File: src/rtl/morton_order_sort_macros.svh
// ----------------------------------------------------------------------------
// morton_order_sort_macros
// Assertion macros shared by the Morton sorter RTL.
// ----------------------------------------------------------------------------
`ifndef MORTON_ORDER_SORT_MACROS_SVH
`define MORTON_ORDER_SORT_MACROS_SVH
// Clocked implication with reset disable
`define MOS_ASSERT_IMPL(lbl, clk, rstn, ante, cons, msg) \
    lbl: assert property (@(posedge clk) disable iff (!rstn) (ante) |-> (cons)) \
        else $error(msg);
// Next-cycle implication with reset disable
`define MOS_ASSERT_NEXT(lbl, clk, rstn, ante, cons, msg) \
    lbl: assert property (@(posedge clk) disable iff (!rstn) (ante) |=> (cons)) \
        else $error(msg);
`endif

File: src/rtl/mos_pkg.sv
// ----------------------------------------------------------------------------
// mos_pkg
// Shared constants, types and helper functions of the Morton sorter.
// ----------------------------------------------------------------------------
package mos_pkg;
    localparam int MaxParticles = 1024;
    localparam int DigitBits    = 8;
    localparam int AxisBits     = 21;
    localparam int IdxW         = $clog2(MaxParticles);
    localparam int CntW         = IdxW + 1;
    localparam int NumDigits    = 1 << DigitBits;
    localparam int KeyBits      = 3 * AxisBits;
    localparam int NumPasses    = (KeyBits + DigitBits - 1) / DigitBits;
    localparam int PassW        = (NumPasses > 1) ? $clog2(NumPasses) : 1;
    localparam int NumW         = 34;
    localparam int DivW         = NumW + AxisBits - 1;

    localparam logic [1:0] StOk    = 2'd0;
    localparam logic [1:0] StFull  = 2'd1;
    localparam logic [1:0] StEmpty = 2'd2;

    localparam logic CmdLoad  = 1'b0;
    localparam logic CmdFetch = 1'b1;

    // Classified request handed from front to back
    typedef struct packed {
        logic              fetch;
        logic              last;
        logic signed [31:0] px;
        logic signed [31:0] py;
        logic signed [31:0] pz;
    } req_t;

    function automatic logic [62:0] interleave(input logic [AxisBits-1:0] x,
                                               input logic [AxisBits-1:0] y,
                                               input logic [AxisBits-1:0] z);
        logic [62:0] k;
        k = '0;
        for (int b = 0; b < AxisBits; b++) begin
            k[3*b]   = x[b];
            k[3*b+1] = y[b];
            k[3*b+2] = z[b];
        end
        return k;
    endfunction
endpackage

File: src/rtl/mos_front.sv
// ----------------------------------------------------------------------------
// mos_front
// Input stage: takes requests and holds them in a two-entry queue.
// ----------------------------------------------------------------------------
module mos_front (
    input  logic                 aclk,
    input  logic                 aresetn,
    input  logic                 s_valid,
    output logic                 s_ready,
    input  logic                 s_cmd,
    input  logic signed [31:0]   s_pos_x,
    input  logic signed [31:0]   s_pos_y,
    input  logic signed [31:0]   s_pos_z,
    input  logic                 s_last_item,
    output logic                 q_valid,
    input  logic                 q_ready,
    output mos_pkg::req_t        q_req
);
    mos_pkg::req_t slot_reg [2];
    logic          wp_reg, wp_next, rp_reg, rp_next;
    logic [1:0]    cnt_reg, cnt_next;
    logic          push, pop;

    assign s_ready = (cnt_reg != 2'd2);
    assign push    = s_valid && s_ready;
    assign q_valid = (cnt_reg != 2'd0);
    assign pop     = q_valid && q_ready;
    assign q_req   = slot_reg[rp_reg];

    always_comb begin
        wp_next  = push ? ~wp_reg : wp_reg;
        rp_next  = pop ? ~rp_reg : rp_reg;
        cnt_next = cnt_reg + {1'b0, push} - {1'b0, pop};
    end

    always_ff @(posedge aclk) begin
        if (!aresetn) begin
            wp_reg  <= 1'b0;
            rp_reg  <= 1'b0;
            cnt_reg <= 2'd0;
        end else begin
            wp_reg  <= wp_next;
            rp_reg  <= rp_next;
            cnt_reg <= cnt_next;
        end
        if (push) begin
            slot_reg[wp_reg] <= '{fetch: (s_cmd == mos_pkg::CmdFetch), last: s_last_item,
                                  px: s_pos_x, py: s_pos_y, pz: s_pos_z};
        end
    end

    `include "morton_order_sort_macros.svh"
    `MOS_ASSERT_IMPL(a_no_push_full, aclk, aresetn, cnt_reg == 2'd2, !push, "push into full queue")
    `MOS_ASSERT_IMPL(a_no_pop_empty, aclk, aresetn, cnt_reg == 2'd0, !pop, "pop from empty queue")
    `MOS_ASSERT_IMPL(a_cnt_range, aclk, aresetn, 1'b1, cnt_reg != 2'd3, "queue count overflow")
endmodule

File: config.mk
export PLATFORM = sky130hd
export DESIGN_NAME = mos_front
export DESIGN_NICKNAME = d
export VERILOG_FILES = /design/src/rtl/mos_pkg.sv /design/src/rtl/mos_front.sv
export VERILOG_INCLUDE_DIRS = /design/src /design/src/rtl
export SDC_FILE = /design/constraint.sdc
export NUM_CORES = 1
export LEC_CHECK = 0
export ABC_AREA = 1
export BUFFER_PORTS_ARGS = -buffer_cell sky130_fd_sc_hd__buf_2
export CAP_MARGIN = 20
export CORE_ASPECT_RATIO = 0.6
export CORE_UTILIZATION = 50
export DETAILED_ROUTE_END_ITERATION = 8
export GPL_TIMING_DRIVEN = 0
export PLACE_DENSITY = 0.77
export SETUP_SLACK_MARGIN = 0.3
export SKIP_LAST_GASP = 1
export SYNTH_ARGS = -nofsm -noshare
export SYNTH_HDL_FRONTEND = slang
export SYNTH_SLANG_ARGS = --single-unit
export TNS_END_PERCENT = 20
File: constraint.sdc
create_clock -name aclk -period 7.9 [get_ports aclk]
set_input_delay 1.975 -clock aclk [delete_from_list [all_inputs] [get_ports aclk]]
set_output_delay 1.975 -clock aclk [all_outputs]
set_load 0.05 [all_outputs]
# Word level (Yosys, flattened, before mapping)
# Memory sizes are Yosys's and may differ from the RTL's. A register that Yosys moved wholly into a read port is not among the register bits.
# Index checks and enable logic that the tools add are counted.
dict set report classes {
  n_addsub 2
  eq_ne 1
  n_reduce_logical 3
  mux 4
  bitwise_logic 2
}
# operator n
set ops {}
lappend ops {{$mux 1} 4}
lappend ops {{$add 2x1->2} 1}
lappend ops {{$logic_and 1x1->1} 2}
lappend ops {{$ne 2x2->1 const B} 1}
lappend ops {{$not 1->1} 2}
lappend ops {{$reduce_bool 2->1} 1}
lappend ops {{$sub 2x1->2} 1}
dict set report word_totals {
  ram_bits 196
  n_memories 1
  input_bits 102
  ff_bits 4
  elab_cells 16
  output_inout_bits 100
}
# name words width read_ports rd_clocked_by_memory_dff wr line
set memory_table {}
lappend memory_table {slot_reg 2 98 1 1 1 mos_front.sv:19} ;# mos_pkg::req_t slot_reg [2];

# Depth between registers and ports, before layout
# Gate-level depths: netlist of run 1.
dict set report depth {
  depth_word 4
  depth_mapped 11
  mapped_depth_nobuf 11
}

# Worst setup path after synthesis of run 1
# OpenSTA, ideal clock, no wires.
dict set report synth_timing {
  path_type {in2reg}
  from {input s_valid}
  to {memory slot_reg[0][0] (netlist bit), enable pin}
  arrival_ns 6.147
  setup_ns 0.556
  slack_ns 1.197
  path_buffers 0
  stages 2
  required_time_ns 7.344
  cell_sequence {nand2_1 > nor2_1}
}
dict set report synth_between {
  elab_chain_cells 3
}
# item line
set synth_lines {}
lappend synth_lines {{from (decl)} mos_front.sv:8} ;# input logic s_valid,
lappend synth_lines {{$logic_and 1x1->1} mos_front.sv:25} ;# assign push = s_valid && s_ready;
lappend synth_lines {{$mux 1} mos_front.sv:46} ;# if (push) begin
lappend synth_lines {{$mux 1 (not written as such)} mos_front.sv:47} ;# slot_reg[wp_reg] <= '{fetch: (s_cmd == mos_pkg::CmdFetch), last: s_last_item,
lappend synth_lines {{to (decl)} mos_front.sv:19}
# No other way between the ends.

==> out/qor.yml, run 1 <==
route:
  wl_per_cell_um: 17.8
  vias: 3857
  wirelength_um: 13700
  drt_iter0_drc: 167
  dr.pass1.iters: 4
  ant_nets: 0
  via_per_inst: 4.99
  drc: 0
synthesis:
  seq_area_frac_synth_pct: 81.1
  syn_inst: 341
  syn_nets: 445
  ys_warn_count: 0
  syn_area_per_cell_um2: 21.7
  synth_cell_types: 12
  ys_ff_latch: 201
  syn-cell-area_mm2: 0.00738
setup_path:
  crit_slowest_cell: "dfxtp_1"
  crit_type: "reg2out"
  arrival_ns: 1.85
  cp_max_fo: 10
  crit_family: "buffers and inverters"
  max_stage_delay_ns: 0.32
  cp_cell_sequence: "buf_6 -> buf_6 -> buf_6 -> mux2_4 -> buf_2"
  crit_top_cell: "buf_6"
  rr_startpoint: "cnt_reg[0]$_SDFF_PN0_"
  startpoint_type: "register"
  worstPathRequired_ns: 5.93
  end_kind: "output pin"
  crit_buf_inv: 4
cts:
  cts_root_buf: "clkbuf_16"
  cts_max_level: 1
  clk_pin_slew_ns: 0.06
  clk_latency_ns: 0.47
  cts_setup_buffers: 0
  cts_hold_buf: 0
  cts_buffer_depth: 3
  cts_tree: "yes"
  cts_resized: 0
  cts.sinks: 201
  cts_made_buffers: 19
die:
  rows: 33
  io_pins: 202
  die-area_mm2: 0.0153
  core_region_area_mm2: 0.0140
  die_h_um: 96.1
  start_util_pct: 52.6
  die_w_um: 159
timing:
  tightest_slew_ns: 0.635
  skew_ns: 0.0127
  maxSlewHeadroom_pct: 57.7
  finalSetupViolCount: 0
  clock.fmax_mhz: 262
  rsz0062_at_grt: "false"
  hold_viol_final: 0
  post-route-min-period_ns: 3.82
  drv_slew: 0
  period_share_pct: 48.4
  finalSetupTns_ns: 0
final_layout:
  drive_gt1_share_pct: 59.7
  n_fill_cell: 952
  syn2layout_area_growth_pct: 26.9
  fin_cells: 773
  nets: 671
  stdcell_area_mm2: 0.00937
  largest_reg_flops: 196
global_route:
  grt_pass1_wl_um: 21000
  grt.overflow.total: 0
  grt_max_degree: 53
  grt_pass1_vias: 4066
  track_usage_pct: 17.9
  antenna_found_initial: 1
place:
  port_buffers: 201
  place_congestion: 0.792
  dp.cells: 738
  dpl_cell_area_mm2: 0.00874
  hpwlAfterDp_um: 9470
power:
  p_leak_nw: 3.61
  p_total_mw: 3.48
  vdd_drop_max_mv: 0.291
  power_density_mw_per_mm2: 372
run_status:
  status: "finished clean"
min_path:
  hp-start: "rp_reg$_SDFFE_PN0P_"
  hold_path.class: "reg2reg"
run:
  drv_cap: 0
[power breakdown]
part | internal [mW] | switching (mW)
Sequential | 1.35 | 0.0369
Combinational | 0.340 | 0.846
Clock | 0.544 | 0.369
[metrics by stage]
stage | utilization [%] | hold WS (ns) | setup WS, ns
2_1_floorplan | - | 0.467 | 1.20
3_3_place_gp | 61.5 | 0.488 | -0.853
3_5_place_dp | 62.2 | 0.532 | 4.36
4_1_cts | 66.7 | 0.546 | 4.04
5_1_grt | 66.7 | 0.561 | 3.99
6_report | 66.7 | 0.543 | 4.08
[Yosys cell counts]
| master | instances | area (µm²) |
|---|---|---|
| a21oi_1 | 2 | 10.0 |
| buf_2 | 7 | 35.0 |
| buf_6 | 4 | 45.0 |
| dfxtp_1 | 5 | 100 |
| edfxtp_1 | 196 | 5890 |
| ha_1 | 2 | 25.0 |
| inv_1 | 7 | 26.3 |
| mux2_2 | 78 | 878 |
| mux2_4 | 20 | 300 |
| nand2_1 | 9 | 33.8 |
| nand3_1 | 3 | 15.0 |
| nor2_1 | 8 | 30.0 |
[layer usage]
layer,track usage [%],part of all wire [%],up-vias
li1,-,-,1787
met1,22.4,41,1881
met2,30.3,48,171
met3,6.76,9.9,18
met4,3.77,1.4,0
met5,0,0,-
[cell usage in the layout, fill, tap and decap left out]
cell type  count
buf_16         2
bufinv_16      3
inv_6          2
inv_1          6
dfxtp_1        5
inv_4          1
buf_12         2
edfxtp_1     196
clkinv_2       5
ha_1           2
mux2_2        78
clkbuf_16     19
buf_6          4
mux2_4        20
clkinv_1       2
nor2_4         1
clkinv_4       1
nand3_1        3
diode_2        1
nand2_1        9
buf_2        208
clkbuf_1       2
a21oi_1        2
nor2_1         7
[layout make-up]
type | count | area [µm²] | share of cell area [%]
Sequential cell | 201 | 5990 | 63.9
Multi-Input combinational cell | 122 | 1300 | 13.9
Timing Repair Buffer | 205 | 1100 | 11.8
Clock buffer | 21 | 483 | 5.15
Tap cell | 192 | 240 | 2.56
Clock inverter | 13 | 149 | 1.59
Buffer | 11 | 80.1 | 0.855
Inverter | 7 | 28.8 | 0.307
Antenna cell | 1 | 2.50 | 0.0267
[worst reg2reg max path: cells and delay by family, from the launching register on]
family / cells / cell delay (ns)
AND/OR/NAND/NOR: 3 / 0.77
flip-flops: 1 / 0.37
buffers and inverters: 3 / 0.57
[kinds of logic (layout without fill, tap and decap cells)]
family          Yosys count  count (layout)  synth area share, %
compound gates            2               2                0.136
other cells               0               1                    0
buf+inv                  18             257                 1.44
flops                   201             201                 81.1
fa+ha+maj                 2               2                0.339
mux                      98              98                 16.0
simple gates             20              20                 1.07
[final timing paths]
path / to / slack, ns / depth (start not counted)
setup / recovery: q_req[79] / 4.08 / 5
hold / removal: rp_reg$_SDFFE_PN0P_ / 0.54 / 2
setup reg to reg: slot_reg[0][96]$_DFFE_PP_ / 5.85 / 6
hold reg to reg: rp_reg$_SDFFE_PN0P_ / 0.54 / 2
Power figures use the tool's default switching activity.
==> run 2: changes to the inputs <==
- CORE_UTILIZATION: 50 -> 47
- PLACE_DENSITY: 0.77 -> 0.76
- clock period: 7.9 -> 3.2 ns (I/O delays scaled with it)
==> run 2 against run 1 <==
Clock power increased by 120%. Non-clock buffer count stayed put. Critical path depth unchanged. Critical endpoint is now q_req[84]. Critical path type unchanged.
==> out/qor.yml, run 2 (same netlist as run 1, synthesis figures left out) <==
timing:
  finalSetupViolCount: 0
  holdWs_ns: 0.513
  hold_viol_final: 0
  fin_ws_ns: 0.575
  maxSlewHeadroom_pct: 56.1
  drv_slew: 0
  tightest_slew_ns: 0.658
  rsz0062_at_grt: "false"
  period_share_pct: 82.0
  clock.fmax_mhz: 381
  skew_ns: 0.0136
  post-route-min-period_ns: 2.63
power:
  p_total_mw: 8.35
  vdd_drop_max_mv: 0.503
  p_leak_nw: 3.55
  power_density_mw_per_mm2: 899
min_path:
  hold_path.class: "in2reg"
setup_path:
  cp_cell_sequence: "buf_6 -> buf_6 -> buf_6 -> mux2_4 -> buf_2"
  cp-endpoint: "q_req[84]"
  crit_slowest_cell: "dfxtp_1"
  r2r_slack_ns: 1.31
  r2r-end: "slot_reg[1][32]$_DFFE_PP_"
  worstPathRequired_ns: 2.40
  crit_type: "reg2out"
  max_stage_delay_ns: 0.32
  end_kind: "output pin"
  arrival_ns: 1.83
  startpoint_type: "register"
  rr_worst_depth: 5
  rr_startpoint: "cnt_reg[0]$_SDFF_PN0_"
  crit_top_cell: "buf_6"
  cp_max_fo: 10
final_layout:
  layout_commonest_cell: "buf_2"
  syn2layout_area_growth_pct: 25.8
  largest_reg_flops: 196
  nets: 671
  final_cell_mix: "buf_2 (208), edfxtp_1 (196), mux2_2 (78)"
  drive_gt1_share_pct: 59.2
route:
  drt_iter0_drc: 209
  vias: 3844
  dr.pass1.iters: 4
  ant_nets: 0
  wirelength_um: 13700
  drc: 0
  via_per_inst: 4.93
  wl_per_cell_um: 17.6
cts:
  cts_hold_buf: 0
  cts_setup_buffers: 0
  clk_pin_slew_ns: 0.06
  cts.sinks: 201
  cts_resized: 0
  cts_buffer_depth: 3
  cts_made_buffers: 19
  clk_latency_ns: 0.47
  cts_max_level: 1
  cts_tree: "yes"
  cts_root_buf: "clkbuf_16"
die:
  rows: 35
  die_w_um: 164
  die-area_mm2: 0.0162
  core_region_area_mm2: 0.0153
  start_util_pct: 48.2
  die_h_um: 99.1
  io_pins: 202
global_route:
  grt_pass1_wl_um: 20800
  track_usage_pct: 16.7
  antenna_found_initial: 1
  grt_max_degree: 52
  grt.overflow.total: 0
  grt_pass1_vias: 4060
place:
  hpwlAfterDp_um: 9420
  port_buffers: 201
  post-place-ws_ns: 0.913
  place_congestion: 0.800
run:
  drv_cap: 0
run_status:
  status: "finished clean"
run 2: cell count changes in the layout (fill, tap and decap cells not counted):
cell        delta
bufinv_16      -2
buf_12         +1
clkinv_2       -2
buf_16         -1
clkinvlp_4     +1
inv_6          -2
diode_2        +1
clkinv_4       -1
clkbuf_1       +1
clkinv_1       -1
run 2: how the worst min path moves through the flow:
stage / from / endpoint / depth (start not counted)
after detailed placement: rp_reg$_SDFFE_PN0P_ / register / 2
final: s_pos_y[28] / slot_reg[0][60]$_DFFE_PP_ / 1
after global routing: s_pos_y[28] / slot_reg[1][60]$_DFFE_PP_ / 1
after floorplan: rp_reg$_SDFFE_PN0P_ / register / 2
after CTS: s_pos_y[30] / slot_reg[0][62]$_DFFE_PP_ / 1
after global placement: rp_reg$_SDFFE_PN0P_ / rp_reg$_SDFFE_PN0P_ / 2
run 2: stage by stage:
stage / utilization (%) / cells / area [µm²] / setup TNS [ns]
4_1_cts: 60.6 / 777 / 9290 / 0
3_5_place_dp: 57.0 / 749 / 8740 / 0
5_1_grt: 60.6 / 777 / 9290 / 0
2_1_floorplan: - / 341 / 7390 / -11.15
6_report: 60.6 / 779 / 9290 / 0
3_3_place_gp: 56.4 / 745 / 8650 / -130.99
run 2: critical path: cells and delay by family (launching register included):
kind	cells	cell delay, ns
flip-flops	1	0.32
multiplexers	1	0.32
buffers and inverters	4	0.71
run 2: layout make-up:
cell class	count	area (µm²)
fillers	1157	6040
flip-flops and latches	201	5990
multi-input cells	122	1300
repair buffers	205	1090
clock buffers	22	487
well taps	203	254
plain buffers	11	80.1
clock inverters	6	56.3
inverters	7	28.8
diodes	2	5.00
run 2: metal layers:
| metal | wire (µm) | part of all wire [%] | track usage [%] |
|---|---|---|---|
| met5 | 0 | 0 | 0 |
| met4 | 223 | 1.6 | 3.35 |
| met2 | 6280 | 46 | 27.5 |
| met3 | 1460 | 11 | 6.42 |
| met1 | 5710 | 42 | 21.3 |
run 2: report_power, final:
part	leakage [nW]	total, mW	internal (mW)	switching [mW]
Sequential	1.87	3.42	3.33	0.0893
Combinational	1.42	2.91	0.833	2.07
Clock	0.265	2.03	1.16	0.868
Total	3.55	8.35	5.32	3.03
==> run 3: changes to the inputs <==
- clock period: 3.2 -> 2.3 ns (I/O delays scaled with it)
==> run 3 against run 2 <==
The flow now finishes with violations (negative setup slack). Sequential share of layout area down 3.9 points. Via count rose by 0.99%. Cell count rose by 1.4%. Power increased by 51%. Flip-flop and latch count did not move. Clock skew decreased by 0.0045 ns. Utilization rose by 4.0 points. Clock-buffer cell count shrank 3. Worst hold slack got worse by 0.23 ns. Combinational power grew 61%. Global-route usage is 0.41 points higher. Largest power group unchanged.
==> out/qor.yml, run 3 (same netlist as run 1, synthesis figures left out) <==
route:
  dr.pass1.iters: 4
  wl_per_cell_um: 17.8
  vias: 3882
  wirelength_um: 14100
  via_per_inst: 4.91
  drt_iter0_drc: 121
  ant_nets: 0
  drc: 0
setup_path:
  startpoint_type: "register"
  worstPathRequired_ns: 1.73
  r2r-end: "slot_reg[1][35]$_DFFE_PP_"
  crit_buf_inv: 4
  cp_cell_sequence: "buf_8 -> buf_12 -> clkbuf_16 -> mux2_4 -> buf_6"
  crit_family: "buffers and inverters"
  end_kind: "output pin"
  rr_startpoint: "cnt_reg[0]$_SDFF_PN0_"
  rr_worst_depth: 6
  crit_slowest_cell: "dfxtp_4"
  arrival_ns: 1.74
  cp_max_fo: 7
  r2r_slack_ns: 0.35
  max_stage_delay_ns: 0.37
  crit_type: "reg2out"
final_layout:
  final_cell_mix: "edfxtp_1 (196), buf_2 (143), mux2_2 (78)"
  utilization_pct: 64.6
  largest_reg_flops: 196
  drive_gt1_share_pct: 60.9
  nets: 677
  layout_commonest_cell: "edfxtp_1"
  syn2layout_area_growth_pct: 34.1
cts:
  cts_buffer_depth: 3
  cts_tree: "yes"
  clk_pin_slew_ns: 0.07
  clk_latency_ns: 0.48
  cts.sinks: 201
  cts_made_buffers: 19
  cts_max_level: 1
  cts_root_buf: "clkbuf_16"
power:
  pwr-share-comb_pct: 37.1
  switching_share_pct: 35.4
  power_density_mw_per_mm2: 1280
  p_int_mw: 8.16
  vdd_drop_max_mv: 0.737
  p_switching_mw: 4.48
  pwr-share-clk_pct: 25.1
  seq_power_share_pct: 37.8
  p_leak_nw: 3.76
timing:
  post-route-min-period_ns: 2.32
  fin_ws_ns: -0.0188
  holdWs_ns: 0.280
  period_share_pct: 101
  drv_slew: 0
  clock.fmax_mhz: 431
  rsz0062_at_grt: "true"
  tightest_slew_ns: 0.577
  finalSetupTns_ns: -0.112
  hold_viol_final: 0
  maxSlewHeadroom_pct: 61.4
  skew_ns: 0.00909
  finalSetupViolCount: 12
die:
  core_region_area_mm2: 0.0153
  die-area_mm2: 0.0162
  die_w_um: 164
  io_pins: 202
  die_h_um: 99.1
  start_util_pct: 48.2
  rows: 35
min_path:
  hold_path.class: "in2reg"
  min_path_cells: 1
  hp-start: "s_pos_z[28]"
  min_to: "slot_reg[0][28]$_DFFE_PP_"
global_route:
  grt_pass1_wl_um: 21100
  track_usage_pct: 17.2
  grt_max_degree: 43
  grt_pass1_vias: 4187
  antenna_found_initial: 1
  grt.overflow.total: 0
place:
  hpwlAfterDp_um: 9510
  place_congestion: 0.737
  port_buffers: 201
  post-place-ws_ns: 0.118
run_status:
  failed_checks: "negative setup slack"
  status: "complete, but fails checks"
run:
  drv_cap: 0
[run 3: power by group through the flow]
stage          combinational (mW)  sequential, mW  clock [mW]
2_1_floorplan                3.19            4.82           0
3_5_place_dp                 4.14            4.85           0
5_1_grt                      4.91            4.82        3.37
6_report                     4.69            4.77        3.17
3_3_place_gp                 3.98            4.85           0
4_1_cts                      4.55            4.78        3.24
[run 3: worst max-delay path by stage]
stage	cells past startpoint	end
2_1_floorplan	2	slot_reg[0][0]$_DFFE_PP_
3_3_place_gp	3	slot_reg[1][27]$_DFFE_PP_
3_5_place_dp	5	slot_reg[1][27]$_DFFE_PP_
4_1_cts	5	q_req[85]
5_1_grt	5	q_req[96]
6_report	5	q_req[96]
[run 3: metal layers]
| layer | share of wire [%] | routed length [µm] | vias up | global-route usage [%] |
|---|---|---|---|---|
| li1 | - | - | 1802 | - |
| met1 | 41 | 5810 | 1875 | 20.9 |
| met2 | 47 | 6670 | 172 | 29.0 |
| met3 | 9.3 | 1310 | 33 | 6.34 |
| met4 | 2.1 | 293 | 0 | 4.42 |
| met5 | 0 | 0 | - | 0 |
[run 3: cell type report]
| cell class | count | area (µm²) |
|---|---|---|
| sequential | 201 | 5990 |
| fill | 1063 | 5430 |
| timing repair buffer | 211 | 1480 |
| multi-input combinational | 122 | 1340 |
| clock buffer | 19 | 475 |
| tap | 203 | 254 |
| buffer | 11 | 179 |
| clock inverter | 15 | 156 |
| inverter | 7 | 30.0 |
| antenna | 1 | 2.50 |
[run 3: what timing repair did]
item,4_1_cts,5_1_grt
endpoints found under the setup margin,98,136
hold buffers,0,0
resized for setup,85,58
buffers inserted,1,0
gates cloned,2,2
[run 3: per-stage QoR]
| stage | power [mW] | std cells | cell area, µm² |
|---|---|---|---|
| 4_1_cts | 12.6 | 787 | 9750 |
| 2_1_floorplan | 8.02 | 341 | 7430 |
| 3_5_place_dp | 9.00 | 750 | 8800 |
| 6_report | 12.6 | 790 | 9900 |
| 3_3_place_gp | 8.83 | 745 | 8690 |
| 5_1_grt | 13.1 | 789 | 9900 |
